==> src/design/bpa_pkg.sv <==
// Buddy page allocator: shared constants, codes, payload and queue types.
// No dependencies; imported by every module of the block but bpa_ram.
`default_nettype none
package bpa_pkg;
  localparam int PAGES     = 1024;
  localparam int MAX_ORDER = 10;
  localparam int PW        = $clog2(PAGES);
  localparam int PCW       = $clog2(PAGES + 1);
  localparam int OW        = $clog2(MAX_ORDER + 1);
  localparam int NL        = MAX_ORDER + 1;
  localparam int TW        = OW + 2;
  localparam int QDEPTH    = 2;

  typedef enum logic [1:0] {CMD_RESERVE, CMD_BUILD, CMD_ALLOC, CMD_FREE} cmd_t;
  typedef enum logic [2:0] {ST_OK, ST_OOM, ST_TOO_LARGE, ST_BAD_FREE, ST_IGNORED} status_t;
  typedef enum logic [1:0] {MK_PLAIN, MK_RSVD, MK_BODY, MK_FREE} mark_t;

  typedef enum logic [4:0] {
    S_CLR, S_IDLE, S_RSV, S_BRD, S_BCHK, S_CARVE, S_A1, S_F1, S_F2, S_F3, S_F4,
    S_FEND, S_P0, S_P1, S_P2, S_R0, S_R1, S_DONE
  } eng_state_t;

  typedef struct packed {
    cmd_t        cmd;
    logic [15:0] page_count;
    logic [9:0]  page_index;
    logic [10:0] end_page;
  } in_item_t;

  typedef struct packed {
    status_t     status;
    logic [9:0]  block_page;
    logic [3:0]  block_order;
  } out_item_t;

  typedef struct packed {
    cmd_t           cmd;
    logic [PCW-1:0] idx;
    logic [PCW-1:0] endp;
    logic [OW-1:0]  order;
    logic           too_big;
  } q_item_t;

  typedef struct packed {
    logic clearing;
    logic pop;
  } eng_ctl_t;

  function automatic logic [OW-1:0] carve_order(input logic [PCW-1:0] s,
                                                input logic [PCW-1:0] cnt);
    logic [OW-1:0] o;
    logic          go;
    o  = '0;
    go = 1'b1;
    for (int k = 0; k < MAX_ORDER; k++) begin
      if (go && (((s >> k) & PCW'(1)) == '0) && ((cnt >> (k + 1)) != '0)) begin
        o = OW'(k + 1);
      end else begin
        go = 1'b0;
      end
    end
    return o;
  endfunction
endpackage
`default_nettype wire

==> src/design/bpa_front.sv <==
// Front end: accepts commands, rounds request size, saturates range end,
// and queues classified items for the engine. Depends on bpa_pkg.
`default_nettype none
module bpa_front import bpa_pkg::*; (
  input  wire logic     clk,
  input  wire logic     rst_n,
  input  wire logic     in_valid,
  output logic          in_stall,
  input  wire in_item_t in_data,
  input  wire eng_ctl_t ctl,
  output logic          q_valid,
  output q_item_t       q_data
);
  q_item_t    mem_r [QDEPTH];
  logic       wp_r, rp_r;
  logic [1:0] cnt_r;
  q_item_t    cls;
  logic [4:0] ord;
  logic [15:0] cm1;
  logic       push;

  always_comb begin
    cm1 = (in_data.page_count == '0) ? 16'd0 : in_data.page_count - 16'd1;
    ord = '0;
    for (int k = 0; k < 16; k++) begin
      if (cm1[k]) ord = 5'(k + 1);
    end
    cls.cmd     = in_data.cmd;
    cls.idx     = PCW'(in_data.page_index);
    cls.endp    = (32'(in_data.end_page) > PAGES) ? PCW'(PAGES) : PCW'(in_data.end_page);
    cls.too_big = (32'(ord) > MAX_ORDER);
    cls.order   = OW'(ord);
  end

  assign in_stall = (cnt_r == 2'(QDEPTH)) || ctl.clearing;
  assign push     = in_valid && !in_stall;
  assign q_valid  = (cnt_r != '0);
  assign q_data   = mem_r[rp_r];

  always_ff @(posedge clk) begin
    if (push) mem_r[wp_r] <= cls;
    if (!rst_n) begin
      wp_r  <= 1'b0;
      rp_r  <= 1'b0;
      cnt_r <= '0;
    end else begin
      if (push) wp_r <= ~wp_r;
      if (ctl.pop) rp_r <= ~rp_r;
      cnt_r <= cnt_r + 2'(push) - 2'(ctl.pop);
    end
  end
endmodule
`default_nettype wire

==> config.mk <==
export PLATFORM = sky130hd
export DESIGN_NAME = bpa_front
export DESIGN_NICKNAME = d
export VERILOG_FILES = /design/src/design/bpa_pkg.sv /design/src/design/bpa_front.sv
export SDC_FILE = /design/constraint.sdc
export NUM_CORES = 1
export LEC_CHECK = 0
export BUFFER_PORTS_ARGS = -buffer_cell sky130_fd_sc_hd__buf_2
export CORE_MARGIN = 2
export CORE_UTILIZATION = 55
export CTS_BUF_LIST = sky130_fd_sc_hd__clkbuf_4
export CTS_CLUSTER_SIZE = 20
export DETAILED_ROUTE_END_ITERATION = 12
export GPL_ROUTABILITY_DRIVEN = 0
export PLACE_DENSITY = 0.86
export RECOVER_POWER = 25
export SKIP_LAST_GASP = 1
export SYNTH_ARGS = -nofsm -noshare
export SYNTH_HDL_FRONTEND = slang
export SYNTH_SLANG_ARGS = --single-unit
==> constraint.sdc <==
create_clock -name clk -period 3.1 [get_ports clk]
set_input_delay 0.31 -clock clk [delete_from_list [all_inputs] [get_ports clk]]
set_output_delay 0.31 -clock clk [all_outputs]
set_load 0.02 [all_outputs]
==> flow_summary.ini, run 1 <==
[outcome]
status = complete, no violations

[floorplanning]
dieArea_sq_um = 6283
num_rows = 27
initial_core_util_pct = 56.93
core_area_sq_um = 5473
ioPinCount = 75
die_x_microns = 79.27
die_y_microns = 79.27

[clocking]
cts_buffer_depth = 2
cts_tree = done
post_cts_buffers = 0
cts_sinks = 61
clock-root-buffer = clkbuf_4
cts_hold_buffers = 0
clk_latency_ns = 0.38
numCtsBuffers = 9
cts-resized-gates = 0
path_clk_slew_ns = 0.10
ctsHtreeMaxLevel = 3

[setup_path]
ff2ff_setup_slack_ns = 1.35
crit_arrival_ns = 2.73
rr_endpoint = cnt_r[1]
crit_type = in -> reg
reg2reg_from = cnt_r[0]
cp.required_ns = 3.27
worstSetupStartpointType = input port
cp_max_fo = 7
crit_path_end_kind = register
r2r_cells = 9

[pwr]
vdd_drop_max_mv = 0.2763
power_uw = 1815
leakage_uw = 0.001350
pwr_density_cell_nw_per_um2 = 494.0

[synth]
synthCells = 244
seq_area_frac_synth_pct = 57.19
synthArstFlopShare_pct = 0
ys_seq_elements = 61
netlist_area_sq_um = 3115
avgSynthCellArea_sq_um = 12.77
yosys_warnings = 0
ys.flop_type = edfxtp_1
synth_edf_count = 56
ys_types = 51
syn_nets = 292

[timing]
period_share_pct = 82.76
fin_crit_ns = 2.566
maxSlewViolCount = 0
tightest_slew_ns = 0.6473
grt_setup_unrepaired = false
hold_slack_ns = 0.1126
setup_viol = 0
relSlewSlack_pct = 56.39
skew_ns = 0.009225
finalHoldViolCount = 0
fin_tns_setup_ns = 0
clock.fmax_ghz = 0.3898

[min_path]
whs_path_depth = 1
hold_path.class = in -> reg
worstHoldStart = in_data[11]
min_to = mem_r[1][16]

[detailed_routing]
drc = 0
routed_via_density = 5.619
dr.pass1.iters = 5
drtIter0Drc = 162
antenna_left = 0
wirelength_microns = 6029
vias = 2225
routedWlPerCell_microns = 15.22

[final_layout]
diodes = 0
fin_nets = 367
area_growth_pct = 17.91
drive_gt1_share_pct = 39.81
layout_common_cells = buf_2 (68), edfxtp_1 (56), mux2_2 (29)
layout_commonest_cell = buf_2
layout.cells.non_filler = 396

[placement]
port-buffer-count = 73
dpl.cell_count = 380
dp_hpwl_microns = 4307

[grt]
track_usage_pct = 19.91
first_global_vias = 2085
antenna_found_initial = 0
grt_pass1_wl_microns = 9501
overflow = 0
grt_max_degree = 29

[run]
cap_violations = 0
==> per-stage QoR <==
stage / setup slack, ns / cell area (sq um) / utilization, %
finish: 0.5344 / 3674 / 67.12
global route: 0.4012 / 3674 / 67.12
CTS: 0.5859 / 3680 / 67.24
detailed placement: 0.2103 / 3551 / 64.88
global placement: 0.3166 / 3551 / 64.88
floorplan: 0.5261 / 3115 / -
==> synthesized netlist by cell type, types with 3 or more instances <==
cell / n / area [sq um]
edfxtp_1: 56 / 1682
mux2_2: 29 / 326.6
nor2b_1: 12 / 75.07
nor2_1: 11 / 41.29
nor3_1: 11 / 55.05
clkbuf_1: 9 / 33.78
a21oi_1: 8 / 40.04
inv_1: 8 / 30.03
nor4_1: 7 / 43.79
xor2_1: 6 / 52.55
and2_1: 5 / 31.28
dfxtp_1: 5 / 100.1
nand2_1: 5 / 18.77
ha_1: 4 / 50.05
nand2b_1: 4 / 25.02
nand4_1: 4 / 25.02
or2_2: 4 / 25.02
xnor2_1: 4 / 35.03
a211oi_1: 3 / 22.52
buf_2: 3 / 15.01
nand3_1: 3 / 15.01
nor3b_1: 3 / 22.52
o21a_1: 3 / 22.52
o21ai_0: 3 / 15.01
o32ai_1: 3 / 26.28
==> state kept, by name, summed over array words and instances (netlist names), named ones only <==
signal / count
cnt_r: 2
mem_r: 56
rp_r: 1
wp_r: 1
==> worst max-delay path: stages <==
cell and delay [ns]:
buf_2 0.11, inv_1 0.09, ha_1 0.28, or4b_4 0.52, or4b_1 0.53, mux2_4 0.28, o32ai_4 0.15, o32ai_1 0.15
a211oi_1 0.30
==> worst max-delay path by stage <==
stage	startpoint	end	slack, ns	depth (start not counted)
after floorplan	in_data[21]	mem_r[0][3]	0.53	8
after global placement	in_data[21]	mem_r[0][3]	0.32	9
after detailed placement	in_data[21]	mem_r[0][2]	0.21	9
after CTS	in_data[21]	mem_r[0][2]	0.59	9
after global routing	in_data[21]	mem_r[0][2]	0.40	9
final	in_data[21]	mem_r[0][2]	0.53	9
==> power by group <==
part	internal (uW)	switching, uW	total, uW	leakage [uW]
registers	952	15.0	967	0.000556
clock network	246	257	503	0.0000689
logic	143	202	345	0.000725
total	1340	474	1810	0.00135
==> cell families (layout without fill, tap and decap cells) <==
family                     count (synthesis)  in the layout  share of synthesized area (%)
adders and majority gates                  4              4                          1.606
muxes                                     31             31                          11.28
other                                      1              1                         0.1204
buffers and inverters                     24            104                          3.373
DFF                                       61             61                          57.19
and+or+nand+nor                           81             81                          15.46
AOI/OAI and AO/OA                         32             32                          8.153
xor gates and xnor gates                  10             10                          2.811
==> layer usage <==
metal	up-vias	routed length, microns	GRT usage [%]
met5	-	0	0
met4	0	63	9.483
met3	6	300	4.659
met2	67	3121	33.22
met1	1067	2544	24.43
li1	1085	-	-
==> final cells by class <==
type	instances	area, sq um
well taps	72	90.09
repair buffers	80	411.6
fillers	403	1799
clock buffers	10	75.07
inverters	8	30.03
flip-flops and latches	61	1782
clock inverters	6	53.80
multi-input cells	159	1231
(Power assumes the default switching activity.)
==> run 2, diff against run 1 <==
==> constraint.sdc (replaced) <==
create_clock -name clk -period 2.41 [get_ports clk]
set_input_delay 0.241 -clock clk [delete_from_list [all_inputs] [get_ports clk]]
set_output_delay 0.241 -clock clk [all_outputs]
set_load 0.02 [all_outputs]
==> run 2 against run 1 <==
- sequential power rose by 28%
- clock power rose by 57%
- setup slack got worse by 0.39 ns
- worst hold slack worse by 0.066 ns
- routed wire length grew 5.7%
- first-iteration DRC count down 9.3%
- core utilization grew 3.5 points
- non-clock buffer count is 20 higher
- cell area increased by 5.3%
- flip-flop and latch count unchanged
- via count up 4.9%
==> flow_summary.ini, run 2 (same netlist as run 1, synthesis figures left out) <==
[grt]
overflow = 0
grt_pass1_wl_microns = 9804
antenna_found_initial = 0
track_usage_pct = 20.55
grt_max_degree = 29
first_global_vias = 2166

[pwr]
pwr_density_cell_nw_per_um2 = 647.2
p_seq_share_pct = 49.7
power_uw = 2503
switching_share_pct = 25.74
p_int_uw = 1859
p_comb_share_pct = 18.8
power.switching_uw = 644.1
clockPowerShare_pct = 31.5
leakage_uw = 0.001451
vdd_drop_max_mv = 0.4121

[floorplanning]
initial_core_util_pct = 56.93
num_rows = 27
ioPinCount = 75
die_x_microns = 79.27
dieArea_sq_um = 6283
core_area_sq_um = 5473
die_y_microns = 79.27

[timing]
fin_crit_ns = 2.266
setup_ws_ns = 0.1435
maxSlewViolCount = 0
fin_tns_setup_ns = 0
finalHoldViolCount = 0
period_share_pct = 94.04
grt_setup_unrepaired = false
skew_ns = 0.01019
setup_viol = 0
clock.fmax_ghz = 0.4412
tightest_slew_ns = 0.6663
relSlewSlack_pct = 54.43

[outcome]
status = complete, no violations

[detailed_routing]
dr.pass1.iters = 5
antenna_left = 0
wirelength_microns = 6370
drtIter0Drc = 147
drc = 0
routedWlPerCell_microns = 15.31
vias = 2334
routed_via_density = 5.611

[final_layout]
fin_nets = 387
multi_input_area_sq_um = 1247
drive_gt1_share_pct = 44.19
reg_top3 = mem_r: 56 flops, cnt_r: 2 flops
largest_reg_flops = 56
area_growth_pct = 24.14
layout_common_cells = buf_2 (64), edfxtp_1 (56), mux2_2 (29)
diodes = 0
seqCellArea_sq_um = 1782
final_cell_area_sq_um = 3867
num-fill-cells = 405
regMostFlops = mem_r
layout_commonest_cell = buf_2
fin_util_pct = 70.67

[clocking]
ctsHtreeMaxLevel = 3
cts_hold_buffers = 0
post_cts_buffers = 0
clk_latency_ns = 0.37
clock-root-buffer = clkbuf_4
cts_buffer_depth = 2
path_clk_slew_ns = 0.11
numCtsBuffers = 9
cts-resized-gates = 0
cts_tree = done
cts_sinks = 61

[placement]
port-buffer-count = 73
placed_area_sq_um = 3717
preCtsSetupSlack_ns = -0.2012
dp_hpwl_microns = 4598

[setup_path]
worstSetupStartpointType = input port
reg2reg_from = cnt_r[0]
cp.required_ns = 2.59
crit_arrival_ns = 2.44
crit_path_end_kind = register
crit_start = in_data[21]
cp_max_fo = 3
crit_type = in -> reg

[run]
cap_violations = 0

[min_path]
hold_path.class = in -> reg
worstHoldStart = in_data[37]
==> run 2: per-stage QoR <==
stage | hold slack (ns) | std cells
6_report | 0.04647 | 416
5_1_grt | 0.01510 | 416
4_1_cts | 0.02590 | 416
3_5_place_dp | 0.4351 | 400
3_3_place_gp | 0.4292 | 400
2_1_floorplan | 0.3399 | 244
==> run 2: worst max-delay path, stage by stage <==
cell and delay (ns):
buf_2 0.11, buf_4 0.13, or3_1 0.39, o31ai_1 0.28, nand2_1 0.12, a2111oi_0 0.66
buf_4 0.22, nor4_1 0.04, a211oi_1 0.26
==> run 2: final timing paths <==
| kind | to | slack, ns | depth (start not counted) |
|---|---|---|---|
| setup / recovery | mem_r[1][1] | 0.14 | 9 |
| hold reg to reg | rp_r | 0.58 | 2 |
| setup reg to reg | cnt_r[1] | 0.57 | 9 |
| hold / removal | mem_r[0][26] | 0.05 | 1 |
==> run 2: cell type report <==
type | instances | share of cell area (%)
sequential | 61 | 46.07
multi-input combinational | 159 | 32.26
timing repair buffer | 100 | 14.40
tap | 72 | 2.329
clock inverter | 6 | 2.232
clock buffer | 10 | 1.941
inverter | 8 | 0.7764
==> run 2: per-layer routing <==
layer  up-vias  global-route usage [%]  share of wire, %
met5         -                       0                 0
met4         0                   9.310               1.9
met3        10                   4.318               5.7
met2       101                   34.66                50
met1      1102                   25.46                42
li1       1121                       -                 -
==> run 2: power by group through the flow <==
| stage | combinational, uW | clock, uW | sequential (uW) |
|---|---|---|---|
| 5_1_grt | 508 | 843 | 1250 |
| 2_1_floorplan | 308 | 0 | 1260 |
| 6_report | 469 | 789 | 1240 |
| 3_5_place_dp | 469 | 0 | 1270 |
| 4_1_cts | 472 | 802 | 1250 |
| 3_3_place_gp | 460 | 0 | 1260 |
